[src/hdl/cesd_pkg.sv]
// ----------------------------------------------------------------------------
// cesd_pkg
// shared types, constants and character helpers of the escape string decoder
// ----------------------------------------------------------------------------
package cesd_pkg;

	localparam int BUFFER_SIZE = 32;
	localparam int CNT_W       = $clog2(BUFFER_SIZE);
	localparam logic [CNT_W-1:0] FULL_CNT = CNT_W'(BUFFER_SIZE - 1);

	localparam int LEN_W     = 5;
	localparam int TDATA_W   = 16;
	localparam int FIFO_DEPTH = 4;
	localparam int PTR_W     = $clog2(FIFO_DEPTH);
	localparam int FCNT_W    = PTR_W + 1;

	// escape modes
	localparam logic [2:0] MODE_NORMAL = 3'd0;
	localparam logic [2:0] MODE_ESC    = 3'd1;
	localparam logic [2:0] MODE_OCT1   = 3'd2;
	localparam logic [2:0] MODE_OCT2   = 3'd3;
	localparam logic [2:0] MODE_HEX0   = 3'd4;
	localparam logic [2:0] MODE_HEX1   = 3'd5;

	// end reasons
	localparam logic [1:0] REASON_SPACE = 2'd0;
	localparam logic [1:0] REASON_NUL   = 2'd1;
	localparam logic [1:0] REASON_FULL  = 2'd2;

	// characters
	localparam logic [7:0] CH_NUL   = 8'h00;
	localparam logic [7:0] CH_BSL   = 8'h5c;
	localparam logic [7:0] CH_X     = 8'h78;
	localparam logic [7:0] CH_N     = 8'h6e;
	localparam logic [7:0] CH_R     = 8'h72;
	localparam logic [7:0] CH_B     = 8'h62;
	localparam logic [7:0] CH_T     = 8'h74;
	localparam logic [7:0] CH_F     = 8'h66;
	localparam logic [7:0] CH_V     = 8'h76;
	localparam logic [7:0] CH_ZERO  = 8'h30;
	localparam logic [7:0] CH_SEVEN = 8'h37;
	localparam logic [7:0] CH_NINE  = 8'h39;
	localparam logic [7:0] CH_LA    = 8'h61;
	localparam logic [7:0] CH_LF    = 8'h66;
	localparam logic [7:0] CH_UA    = 8'h41;
	localparam logic [7:0] CH_UF    = 8'h46;
	localparam logic [7:0] CH_SP    = 8'h20;
	localparam logic [7:0] CH_TAB   = 8'h09;
	localparam logic [7:0] CH_CR    = 8'h0d;
	localparam logic [7:0] CH_BS    = 8'h08;
	localparam logic [7:0] CH_LFEED = 8'h0a;
	localparam logic [7:0] CH_VT    = 8'h0b;
	localparam logic [7:0] CH_FF    = 8'h0c;

	localparam logic [8:0] VAL_X = 9'h078;

	typedef struct packed {
		logic             last;
		logic             is_end;
		logic [1:0]       reason;
		logic [LEN_W-1:0] len;
		logic [7:0]       out_byte;
	} res_t;

	function automatic logic is_space(input logic [7:0] c);
		return (c == CH_SP) || (c >= CH_TAB && c <= CH_CR);
	endfunction

	function automatic logic is_oct(input logic [7:0] c);
		return (c >= CH_ZERO) && (c <= CH_SEVEN);
	endfunction

	function automatic logic hex_ok(input logic [7:0] c);
		return (c >= CH_ZERO && c <= CH_NINE) || (c >= CH_LA && c <= CH_LF)
			|| (c >= CH_UA && c <= CH_UF);
	endfunction

	function automatic logic [3:0] hex_nib(input logic [7:0] c);
		logic [7:0] d;
		d = 8'h00;
		if (c >= CH_ZERO && c <= CH_NINE) begin
			d = c - CH_ZERO;
		end else if (c >= CH_LA && c <= CH_LF) begin
			d = c - CH_LA + 8'd10;
		end else if (c >= CH_UA && c <= CH_UF) begin
			d = c - CH_UA + 8'd10;
		end
		return d[3:0];
	endfunction

endpackage

[src/hdl/cesd_decode.sv]
// ----------------------------------------------------------------------------
// cesd_decode
// next-state and result logic for one source character
// ----------------------------------------------------------------------------
module cesd_decode (
	input  logic [7:0]               c,
	input  logic [2:0]               mode,
	input  logic [8:0]               val,
	input  logic [cesd_pkg::CNT_W-1:0] cnt,
	output logic [1:0]               n,
	output cesd_pkg::res_t           r0,
	output cesd_pkg::res_t           r1,
	output logic [2:0]               nmode,
	output logic [8:0]               nval,
	output logic [cesd_pkg::CNT_W-1:0] ncnt
);

	logic                         oct_c;
	logic                         hex_c;
	logic                         flush;
	logic [cesd_pkg::CNT_W-1:0]   fb_cnt;
	logic                         fr_v;
	cesd_pkg::res_t               fr;
	logic [2:0]                   fr_mode;
	logic [cesd_pkg::CNT_W-1:0]   fr_cnt;
	cesd_pkg::res_t               esc_r;
	logic [cesd_pkg::CNT_W-1:0]   cnt_inc;

	assign oct_c   = cesd_pkg::is_oct(c);
	assign hex_c   = cesd_pkg::hex_ok(c);
	assign cnt_inc = cnt + 1'b1;

	assign flush = ((mode == cesd_pkg::MODE_OCT1 || mode == cesd_pkg::MODE_OCT2) && !oct_c)
		|| ((mode == cesd_pkg::MODE_HEX0 || mode == cesd_pkg::MODE_HEX1) && !hex_c);
	assign fb_cnt = flush ? cnt_inc : cnt;

	// plain character handling
	always_comb begin
		fr_v    = 1'b0;
		fr      = '0;
		fr_mode = cesd_pkg::MODE_NORMAL;
		fr_cnt  = fb_cnt;
		if (c == cesd_pkg::CH_NUL) begin
			fr_v      = 1'b1;
			fr.is_end = 1'b1;
			fr.reason = cesd_pkg::REASON_NUL;
			fr.len    = cesd_pkg::LEN_W'(fb_cnt);
			fr_cnt    = '0;
		end else if (cesd_pkg::is_space(c)) begin
			fr_v      = 1'b1;
			fr.is_end = 1'b1;
			fr.reason = cesd_pkg::REASON_SPACE;
			fr.len    = cesd_pkg::LEN_W'(fb_cnt);
			fr_cnt    = '0;
		end else if (fb_cnt >= cesd_pkg::FULL_CNT) begin
			fr_v      = 1'b1;
			fr.is_end = 1'b1;
			fr.reason = cesd_pkg::REASON_FULL;
			fr.len    = cesd_pkg::LEN_W'(fb_cnt);
			fr_cnt    = '0;
		end else if (c == cesd_pkg::CH_BSL) begin
			fr_mode = cesd_pkg::MODE_ESC;
		end else begin
			fr_v        = 1'b1;
			fr_cnt      = fb_cnt + 1'b1;
			fr.out_byte = c;
			fr.len      = cesd_pkg::LEN_W'(fr_cnt);
		end
	end

	// byte produced by a single escape letter
	always_comb begin
		esc_r     = '0;
		esc_r.len = cesd_pkg::LEN_W'(cnt_inc);
		case (c)
			cesd_pkg::CH_N: esc_r.out_byte = cesd_pkg::CH_LFEED;
			cesd_pkg::CH_R: esc_r.out_byte = cesd_pkg::CH_CR;
			cesd_pkg::CH_B: esc_r.out_byte = cesd_pkg::CH_BS;
			cesd_pkg::CH_T: esc_r.out_byte = cesd_pkg::CH_TAB;
			cesd_pkg::CH_F: esc_r.out_byte = cesd_pkg::CH_FF;
			cesd_pkg::CH_V: esc_r.out_byte = cesd_pkg::CH_VT;
			default:        esc_r.out_byte = c;
		endcase
	end

	always_comb begin
		n     = 2'd0;
		r0    = '0;
		r1    = '0;
		nmode = mode;
		nval  = val;
		ncnt  = cnt;
		if (flush) begin
			r0.out_byte = val[7:0];
			r0.len      = cesd_pkg::LEN_W'(cnt_inc);
			r1          = fr;
			n           = fr_v ? 2'd2 : 2'd1;
			nmode       = fr_mode;
			nval        = '0;
			ncnt        = fr_cnt;
		end else begin
			unique case (mode)
				cesd_pkg::MODE_ESC: begin
					nmode = cesd_pkg::MODE_NORMAL;
					nval  = '0;
					if (c == cesd_pkg::CH_NUL) begin
						r0.is_end = 1'b1;
						r0.reason = cesd_pkg::REASON_NUL;
						r0.len    = cesd_pkg::LEN_W'(cnt);
						n         = 2'd1;
						ncnt      = '0;
					end else if (oct_c) begin
						nval  = 9'(c - cesd_pkg::CH_ZERO);
						nmode = cesd_pkg::MODE_OCT1;
					end else if (c == cesd_pkg::CH_X) begin
						nval  = cesd_pkg::VAL_X;
						nmode = cesd_pkg::MODE_HEX0;
					end else begin
						r0   = esc_r;
						n    = 2'd1;
						ncnt = cnt_inc;
					end
				end
				cesd_pkg::MODE_OCT1: begin
					nval  = {val[5:0], c[2:0]};
					nmode = cesd_pkg::MODE_OCT2;
				end
				cesd_pkg::MODE_OCT2: begin
					r0.out_byte = {val[4:0], c[2:0]};
					r0.len      = cesd_pkg::LEN_W'(cnt_inc);
					n           = 2'd1;
					ncnt        = cnt_inc;
					nmode       = cesd_pkg::MODE_NORMAL;
					nval        = '0;
				end
				cesd_pkg::MODE_HEX0: begin
					nval  = {5'd0, cesd_pkg::hex_nib(c)};
					nmode = cesd_pkg::MODE_HEX1;
				end
				cesd_pkg::MODE_HEX1: begin
					r0.out_byte = {val[3:0], cesd_pkg::hex_nib(c)};
					r0.len      = cesd_pkg::LEN_W'(cnt_inc);
					n           = 2'd1;
					ncnt        = cnt_inc;
					nmode       = cesd_pkg::MODE_NORMAL;
					nval        = '0;
				end
				default: begin
					r0    = fr;
					n     = fr_v ? 2'd1 : 2'd0;
					nmode = fr_mode;
					nval  = '0;
					ncnt  = fr_cnt;
				end
			endcase
		end
		if (n == 2'd2) begin
			r1.last = 1'b1;
		end else if (n == 2'd1) begin
			r0.last = 1'b1;
		end
	end

endmodule

[src/hdl/cesd_res_fifo.sv]
// ----------------------------------------------------------------------------
// cesd_res_fifo
// small result queue taking up to two results per cycle, one out per cycle
// ----------------------------------------------------------------------------
module cesd_res_fifo (
	input  logic                          clk,
	input  logic                          arst_n,
	input  logic [1:0]                    push,
	input  cesd_pkg::res_t                w0,
	input  cesd_pkg::res_t                w1,
	input  logic                          pop,
	output cesd_pkg::res_t                head,
	output logic                          not_empty,
	output logic [cesd_pkg::FCNT_W-1:0]   free
);

	cesd_pkg::res_t                 buf_q [cesd_pkg::FIFO_DEPTH];
	logic [cesd_pkg::PTR_W-1:0]     wr_q;
	logic [cesd_pkg::PTR_W-1:0]     rd_q;
	logic [cesd_pkg::FCNT_W-1:0]    cnt_q;
	logic [cesd_pkg::PTR_W-1:0]     wr_nxt;

	assign wr_nxt    = wr_q + 1'b1;
	assign head      = buf_q[rd_q];
	assign not_empty = (cnt_q != '0);
	assign free      = cesd_pkg::FCNT_W'(cesd_pkg::FIFO_DEPTH) - cnt_q;

	always_ff @(posedge clk) begin
		if (push != 2'd0) begin
			buf_q[wr_q] <= w0;
		end
		if (push == 2'd2) begin
			buf_q[wr_nxt] <= w1;
		end
	end

	always_ff @(posedge clk or negedge arst_n) begin
		if (!arst_n) begin
			wr_q  <= '0;
			rd_q  <= '0;
			cnt_q <= '0;
		end else begin
			wr_q  <= wr_q + cesd_pkg::PTR_W'(push);
			rd_q  <= rd_q + cesd_pkg::PTR_W'(pop);
			cnt_q <= cnt_q + cesd_pkg::FCNT_W'(push) - cesd_pkg::FCNT_W'(pop);
		end
	end

endmodule

[src/hdl/c_escape_string_decoder.sv]
// ----------------------------------------------------------------------------
// c_escape_string_decoder
// decodes C escape sequences in a character stream into bytes
// ----------------------------------------------------------------------------
// usage:
//   s_* takes one source character per transaction in s_tdata.
//   m_* gives decoded bytes and end-of-string records; m_tuser is 1 for an
//   end record, m_tlast marks the final result caused by one character.
//   a character is registered in an input stage, decoded combinationally,
//   and its zero, one or two results are written to a four-entry result queue.
//   m_tvalid comes from the queue count register, behind the input stage.
//   throughput: one character per cycle while the queue has room for the
//   results of the character in the input stage; set by the single queue
//   read port, so a character that yields two results needs one extra
//   output transfer.
//   when the receiver stalls the queue fills and s_tready drops; s_tready
//   depends on registers only.
//   reset clears the input stage, the queue and the escape state; the block
//   starts in normal mode with an empty string.
// ----------------------------------------------------------------------------
module c_escape_string_decoder (
	input  logic                         clk,
	input  logic                         arst_n,
	input  logic                         s_tvalid,
	output logic                         s_tready,
	input  logic [7:0]                   s_tdata,  // char_in
	output logic                         m_tvalid,
	input  logic                         m_tready,
	output logic [cesd_pkg::TDATA_W-1:0] m_tdata,  // out_byte, end_reason, length
	output logic                         m_tuser,  // is_end
	output logic                         m_tlast
);

	logic                           valid_s1;
	logic [7:0]                     char_s1;
	logic [2:0]                     mode_q;
	logic [8:0]                     value_q;
	logic [cesd_pkg::CNT_W-1:0]     count_q;

	logic [1:0]                     n;
	cesd_pkg::res_t                 r0;
	cesd_pkg::res_t                 r1;
	logic [2:0]                     nmode;
	logic [8:0]                     nval;
	logic [cesd_pkg::CNT_W-1:0]     ncnt;

	logic                           adv;
	logic [1:0]                     push;
	logic                           pop;
	cesd_pkg::res_t                 head;
	logic                           not_empty;
	logic [cesd_pkg::FCNT_W-1:0]    free;

	cesd_decode u_decode (
		.c     (char_s1),
		.mode  (mode_q),
		.val   (value_q),
		.cnt   (count_q),
		.n     (n),
		.r0    (r0),
		.r1    (r1),
		.nmode (nmode),
		.nval  (nval),
		.ncnt  (ncnt)
	);

	assign adv      = valid_s1 && (cesd_pkg::FCNT_W'(n) <= free);
	assign push     = adv ? n : 2'd0;
	assign s_tready = !valid_s1 || adv;
	assign pop      = not_empty && m_tready;

	cesd_res_fifo u_res_fifo (
		.clk       (clk),
		.arst_n    (arst_n),
		.push      (push),
		.w0        (r0),
		.w1        (r1),
		.pop       (pop),
		.head      (head),
		.not_empty (not_empty),
		.free      (free)
	);

	assign m_tvalid = not_empty;
	assign m_tdata  = {1'b0, head.len, head.reason, head.out_byte};
	assign m_tuser  = head.is_end;
	assign m_tlast  = head.last;

	always_ff @(posedge clk) begin
		if (s_tvalid && s_tready) begin
			char_s1 <= s_tdata;
		end
	end

	always_ff @(posedge clk or negedge arst_n) begin
		if (!arst_n) begin
			valid_s1 <= 1'b0;
			mode_q   <= cesd_pkg::MODE_NORMAL;
			value_q  <= '0;
			count_q  <= '0;
		end else begin
			if (s_tvalid && s_tready) begin
				valid_s1 <= 1'b1;
			end else if (adv) begin
				valid_s1 <= 1'b0;
			end
			if (adv) begin
				mode_q  <= nmode;
				value_q <= nval;
				count_q <= ncnt;
			end
		end
	end

`ifndef SYNTH
	a_esc_not_full: assert property (@(posedge clk) disable iff (!arst_n)
		mode_q != cesd_pkg::MODE_NORMAL |-> count_q < cesd_pkg::FULL_CNT)
		else $error("escape pending with full buffer");

	a_normal_value_zero: assert property (@(posedge clk) disable iff (!arst_n)
		mode_q == cesd_pkg::MODE_NORMAL |-> value_q == '0)
		else $error("escape value not cleared in normal mode");

	a_end_clears_count: assert property (@(posedge clk) disable iff (!arst_n)
		adv && ((n != 2'd0 && r0.is_end) || (n == 2'd2 && r1.is_end))
		|=> count_q == '0)
		else $error("byte count not cleared after end of string");

	a_two_results_order: assert property (@(posedge clk) disable iff (!arst_n)
		adv && n == 2'd2 |-> !r0.last && r1.last && !r0.is_end)
		else $error("bad result pair");
`endif

endmodule

[config.mk]
export PLATFORM = sky130hd
export DESIGN_NAME = c_escape_string_decoder
export DESIGN_NICKNAME = d
export VERILOG_FILES = /design/src/hdl/cesd_pkg.sv /design/src/hdl/cesd_decode.sv /design/src/hdl/cesd_res_fifo.sv /design/src/hdl/c_escape_string_decoder.sv
export SDC_FILE = /design/constraint.sdc
export NUM_CORES = 1
export LEC_CHECK = 0
export BUFFER_PORTS_ARGS = -buffer_cell sky130_fd_sc_hd__buf_2
export CAP_MARGIN = 20
export CORE_MARGIN = 4
export CORE_UTILIZATION = 40
export CTS_CLUSTER_DIAMETER = 80
export DETAILED_ROUTE_END_ITERATION = 10
export PLACE_DENSITY = 0.62
export SETUP_SLACK_MARGIN = 0.4
export SLEW_MARGIN = 10
export SYNTH_ARGS = -nofsm -noshare
export SYNTH_HDL_FRONTEND = slang
export SYNTH_SLANG_ARGS = --single-unit
[constraint.sdc]
create_clock -name clk -period 15.25 [get_ports clk]
set_input_delay 3.05 -clock clk [delete_from_list [all_inputs] [get_ports clk]]
set_output_delay 3.05 -clock clk [all_outputs]
set_load 0.005 [all_outputs]
==> results.yml, run 1 <==
cts:
  postCtsHoldBufs: 0
  cts_root_buf: "clkbuf_16"
  clk-insertion-delay-late_ns: 0.36
  cts_setup_buffers: 0
  cts_buffer_depth: 2
  cts_tree: "done"
  path_clk_slew_ns: 0.08
  numClockSinks: 100
  cts-buffers-inserted: 9
  htree_levels: 3
  post_cts_resized: 0
sta:
  setup_viol: 0
  period_minus_slack_ns: 9.34
  drv_slew: 0
  worst_slew_pin_slew_ns: 1.06
  rsz0062_at_grt: "false"
  fin_crit_sh_pct: 61.3
  skew_ns: 0.0131
  setup_ws_ns: 5.91
  setup-tns-final_ns: 0
  max_freq_mhz: 107
  relSlewSlack_pct: 29.2
  hold_viol_final: 0
route:
  dr.pass1.iters: 7
  via_count: 5466
  wl_mm: 19.0
  first_iter_violations: 493
  ant_nets: 0
  vias_per_cell: 6.20
  drc: 0
  detail_route.wl_per_cell_um: 21.5
global_routing:
  grt_pass1_vias: 5270
  overflow: 0
  antenna_found_initial: 0
  grt_max_degree: 39
  grtUsageTotal_pct: 20.9
  grt_pass1_wl_mm: 29.9
setup_path:
  r2r_setup_slack_ns: 7.46
  cpMaxStageDelayCell: "or4b_2"
  critPathLaunchType: "flop"
  required_ns: 12.20
  cpMostUsedCell: "ha_1"
  path_max_fanout: 24
  cpLargestDelayFamily: "simple AND/OR/NAND/NOR gates"
  crit_path_end_kind: "output port"
  cp.arrival_ns: 6.29
  cpPeakStageDelay_ns: 0.68
  crit_chain: "ha_1 -> or4b_2 -> o31a_1 -> and2_4 -> a21oi_2 -> buf_4 -> mux2_2 -> ha_1 -> nor2b_1 -> ha_1 -> or3_1 -> a211oi_4 -> a31oi_1 -> nand2_1 -> ha_1 -> nor2b_1 -> o211ai_1 -> inv_1 -> nand2_1 -> buf_2"
  path_class: "flop to output port"
  crit_buf_inv: 3
place:
  gp_congestion: 0.939
  port_buffers: 30
  dp_slack_ns: 6.37
  place_hpwl_mm: 13.8
synth:
  seq_area_frac_synth_pct: 43.4
  synth.distinct_cells: 84
  synth-seq-cells: 100
  synthArstFlopShare_pct: 24.0
  synth_area_um2: 6640
  synth_ff_type: "edfxtp_1"
  syn_area_per_cell_um2: 10.2
  synth_cells: 654
  yosys_warnings: 0
  synth_fp_nets: 691
  synth_edf_count: 76
floorplanning:
  die_h_um: 137
  die_w_um: 137
  rows: 46
  dieArea_um2: 18700
  ios: 32
  core-area_um2: 16100
  initial_core_util_pct: 41.4
power:
  power.internal_uw: 852
  comb_power_share_pct: 48.5
  leakage_nw: 2.65
  p_switching_uw: 584
  power_density_nw_per_um2: 199
  swShare_pct: 40.7
  share_clk_of_total_power_pct: 15.7
  peakVddDrop_mv: 0.0910
  p_seq_share_pct: 35.8
flow_run:
  cap_viol_max_count: 0
hold_path:
  hold_class: "flop to flop"
final_layout:
  diodes: 0
  synthToLayoutAreaGrowth_pct: 8.70
  fin_nets: 698
  final_cell_mix: "edfxtp_1 (76), a21oi_1 (53), nor2_1 (51)"
  drive_above_1_share_pct: 14.3
  layout_commonest_cell: "edfxtp_1"
outcome:
  status: "complete, no violations"
path summary, 6_finish.rpt:
| kind | from | cells past startpoint | end |
|---|---|---|---|
| max in group asynchronous | arst_n | 1 | mode_q[1] |
| hold reg to reg | value_q[5] | 2 | value_q[5] |
| setup / recovery | char_s1[4] | 20 | s_tready |
| min in group asynchronous | arst_n | 1 | u_res_fifo.wr_q[0] |
| setup reg to reg | char_s1[4] | 21 | u_res_fifo.buf_q[0][2] |
| hold / removal | value_q[5] | 2 | value_q[5] |
metrics by stage:
step | hold slack [ns] | std cells | power [mW] | utilization [%] | cell area, um^2
final | 0.549 | 882 | 1.44 | 45.0 | 7220
after global routing | 0.563 | 882 | 1.54 | 45.0 | 7220
after CTS | 0.532 | 882 | 1.44 | 45.0 | 7220
after detailed placement | 0.517 | 866 | 1.22 | 43.2 | 6940
after global placement | 0.533 | 866 | 1.20 | 43.2 | 6940
after floorplan | 0.442 | 654 | 1.00 | - | 6640
synth_stat cells, types with 11 or more instances:
| master | number | area, um^2 |
|---|---|---|
| a221o_1 | 16 | 160 |
| a221oi_1 | 17 | 149 |
| nor3_1 | 19 | 95.1 |
| edfxtp_1 | 76 | 2280 |
| o211ai_1 | 11 | 82.6 |
| o21ai_0 | 39 | 195 |
| nand3_1 | 14 | 70.1 |
| dfrtp_1 | 24 | 601 |
| nand2_1 | 50 | 188 |
| ha_1 | 24 | 300 |
| nor2_1 | 51 | 191 |
| mux4_2 | 17 | 383 |
| clkbuf_1 | 26 | 97.6 |
| inv_1 | 29 | 109 |
| a21oi_1 | 53 | 265 |
area by class of cell:
cell class	instances	area, um^2
tap	216	270
inverter	31	116
fill	1496	8840
multi-input combinational	479	3440
timing repair buffer	40	225
sequential	100	2880
clock buffer	10	229
clock inverter	6	56.3
power by group through the flow:
stage	Combinational (mW)	Sequential [mW]	Clock, mW
5_1_grt	0.771	0.526	0.241
6_report	0.696	0.514	0.226
3_3_place_gp	0.687	0.514	0
4_1_cts	0.700	0.514	0.229
3_5_place_dp	0.696	0.520	0
2_1_floorplan	0.533	0.469	0
metal layers:
metal	track usage [%]	routed length, um
met1	30.2	8820
met2	32.3	8670
met3	2.24	994
met4	7.87	464
met5	0	0
registers in the layout, summed over array words and instances (netlist names), 2 cells and up:
register / flops
u_res_fifo.cnt_q: 3
value_q: 8
u_res_fifo.wr_q: 2
char_s1: 8
u_res_fifo.buf_q: 68
u_res_fifo.rd_q: 2
mode_q: 3
count_q: 5
logic make-up (layout without fill, tap and decap cells):
family                   after synthesis  in the layout  synth area share [%]
AO/OA/AOI/OAI                        223            223                  24.2
other                                  1              1                0.0564
flip-flops                           100            100                  43.4
adder cells (fa/ha/maj)               25             25                  4.82
multiplexers                          21             21                  6.40
AND/OR/NAND/NOR                      195            195                  14.5
buffers and inverters                 75             87                  4.80
XOR/XNOR                              14             14                  1.85
worst register-to-register path, cell delays in order, from the launching register on:
cell	delay [ns]
edfxtp_1	0.59
ha_1	0.37
or4b_2	0.68
o31a_1	0.19
and2_4	0.20
a21oi_2	0.09
buf_4	0.29
mux2_2	0.40
ha_1	0.25
nor2b_1	0.15
ha_1	0.20
or3_1	0.55
a211oi_4	0.64
a31oi_1	0.29
nand2_1	0.27
ha_1	0.20
nor2b_1	0.05
o211ai_1	0.22
and2_1	0.46
nand3_1	0.35
nor2_1	0.43
a31o_2	0.54
Note: power is estimated with default switching activity, not from simulation.
==> inputs of run 2 (changes only) <==
- PLACE_DENSITY: 0.62 -> 0.64
- clock period: 15.25 -> 8.3 ns (I/O delays scaled with it)
==> run 2 against run 1 <==
Clock skew is 0.0016 ns lower. Largest power group unchanged. Sequential share of layout area is 0.29 points lower. First-iteration DRC count is 91% higher. Largest cell class unchanged. Critical endpoint unchanged.
==> results.yml, run 2 (same netlist as run 1, synthesis figures left out) <==
power:
  p_seq_share_pct: 35.7
  power_density_nw_per_um2: 361
  swShare_pct: 40.3
  p_switching_mw: 1.06
  peakVddDrop_mv: 0.124
  p_total_mw: 2.62
  share_clk_of_total_power_pct: 14.9
  comb_power_share_pct: 49.4
  leakage_nw: 2.68
  power.internal_mw: 1.57
setup_path:
  cp-endpoint: "s_tready"
  r2r_setup_slack_ns: 1.11
  crit_chain: "ha_1 -> or4b_2 -> o31a_1 -> and2_4 -> a21oi_2 -> buf_4 -> mux2_2 -> ha_1 -> nor2b_1 -> ha_1 -> or3_1 -> or3_1 -> nand2_1 -> inv_1 -> ha_1 -> nor2b_1 -> o211ai_1 -> inv_1 -> nand2_1 -> buf_2"
  r2r_cells: 21
  required_ns: 6.64
  cpMaxStageDelayCell: "or4b_2"
  cp.arrival_ns: 5.91
  critPathLaunch: "char_s1[4]"
  cpLargestDelayFamily: "simple AND/OR/NAND/NOR gates"
  path_class: "flop to output port"
  path_max_fanout: 24
  reg2reg_to: "u_res_fifo.buf_q[0][4]"
  critPathLaunchType: "flop"
  cpMostUsedCell: "ha_1"
  crit_buf_inv: 4
  cpPeakStageDelay_ns: 0.67
  r2r_start: "char_s1[4]"
  worst-path-stages: 20
  crit_path_end_kind: "output port"
final_layout:
  drive_above_1_share_pct: 15.0
  utilization_pct: 45.3
  layout_commonest_cell: "edfxtp_1"
  synthToLayoutAreaGrowth_pct: 9.49
  diodes: 0
  multiInputGateArea_um2: 3450
  n_fill_cell: 1493
  fin_nets: 706
  largest_register_ffs: 68
  top_register: "u_res_fifo.buf_q"
  ff_latch_area_um2: 2880
  top_regs: "u_res_fifo.buf_q (68), char_s1 (8), value_q (8)"
  final_cell_mix: "edfxtp_1 (76), a21oi_1 (53), nor2_1 (51)"
cts:
  cts_root_buf: "clkbuf_16"
  numClockSinks: 100
  htree_levels: 3
  cts_tree: "done"
  cts_buffer_depth: 2
  path_clk_slew_ns: 0.07
  clk-insertion-delay-late_ns: 0.35
  cts-buffers-inserted: 9
sta:
  setup_ws_ns: 0.735
  max_freq_mhz: 132
  setup_viol: 0
  period_minus_slack_ns: 7.57
  drv_slew: 0
  hold_ws_ns: 0.479
  relSlewSlack_pct: 34.5
  worst_slew_pin_slew_ns: 0.979
  rsz0062_at_grt: "false"
  hold_viol_final: 0
  setup-tns-final_ns: 0
  skew_ns: 0.0115
  fin_crit_sh_pct: 91.1
place:
  gp_congestion: 0.990
  port_buffers: 30
  dp_slack_ns: 1.13
  place_hpwl_mm: 13.3
outcome:
  status: "complete, no violations"
hold_path:
  hold_class: "flop to flop"
global_routing:
  grt_pass1_vias: 5175
  grtUsageTotal_pct: 19.8
  grt_max_degree: 26
  grt_pass1_wl_mm: 28.7
  overflow: 0
  antenna_found_initial: 0
route:
  dr.pass1.iters: 6
  drc: 0
  wl_mm: 18.1
  first_iter_violations: 943
  vias_per_cell: 6.20
  detail_route.wl_per_cell_um: 20.3
  ant_nets: 0
  via_count: 5522
floorplanning:
  rows: 46
  ios: 32
  dieArea_um2: 18700
  die_w_um: 137
  core-area_um2: 16100
  die_h_um: 137
  initial_core_util_pct: 41.4
flow_run:
  cap_viol_max_count: 0
==> run 2: changes by cell type in the layout (fill, tap and decap cells not counted), sizes merged <==
cell,previous run,this run
buf,40,48
clkbuf,10,9
clkinv,5,6
==> run 2: worst register-to-register path, stage by stage (launching register included) <==
cell      delay [ns]
edfxtp_1        0.57
ha_1            0.35
or4b_2          0.67
o31a_1          0.18
and2_4          0.20
a21oi_2         0.10
buf_4           0.28
mux2_2          0.40
ha_1            0.25
nor2b_1         0.15
ha_1            0.21
or3_1           0.56
or3_1           0.50
nand2_1         0.13
inv_1           0.05
ha_1            0.29
nor2b_1         0.14
o211ai_1        0.23
and2_1          0.44
nand3_1         0.33
nor2_1          0.34
a31o_2          0.46
==> run 2: routing by layer <==
metal / vias up / share of wire [%] / track usage, %
li1: 2559 / - / -
met1: 2683 / 44 / 29.2
met2: 248 / 46 / 29.9
met3: 32 / 7.1 / 2.68
met4: 0 / 2.5 / 7.04
met5: - / 0 / 0
==> run 2: power groups by stage <==
stage / sequential [mW] / combinational (mW) / clock [mW]
2_1_floorplan: 0.862 / 0.979 / 0
3_3_place_gp: 0.947 / 1.25 / 0
3_5_place_dp: 0.954 / 1.27 / 0
4_1_cts: 0.943 / 1.28 / 0.397
5_1_grt: 0.957 / 1.43 / 0.416
6_report: 0.937 / 1.30 / 0.391
==> run 2: metrics by stage <==
stage          area (um^2)  cells
4_1_cts               7220    884
6_report              7270    890
3_5_place_dp          6950    868
2_1_floorplan         6640    654
5_1_grt               7270    890
3_3_place_gp          6950    868
==> run 2: worst min path at each step <==
stage | slack [ns] | endpoint | depth (start not counted) | from
finish | 0.48 | value_q[5] | 2 | value_q[5]
detailed placement | 0.47 | value_q[5] | 2 | value_q[5]
CTS | 0.48 | value_q[5] | 2 | value_q[5]
floorplan | 0.44 | value_q[5] | 2 | value_q[5]
global placement | 0.49 | value_q[5] | 2 | value_q[5]
global route | 0.53 | value_q[5] | 2 | value_q[5]
==> run 2: area by class of cell <==
| type | instances | area share, % |
|---|---|---|
| clock buffer | 9 | 3.10 |
| clock inverter | 7 | 0.568 |
| inverter | 31 | 1.60 |
| multi-input combinational | 479 | 47.5 |
| sequential | 100 | 39.6 |
| tap | 216 | 3.72 |
| timing repair buffer | 48 | 3.92 |
==> run 2: what timing repair did <==
item                                    in CTS  in global routing
buffers inserted                             0                  6
hold buffers                                 0                  0
gates resized for setup                      0                  1
endpoints found under the setup margin       0                  1
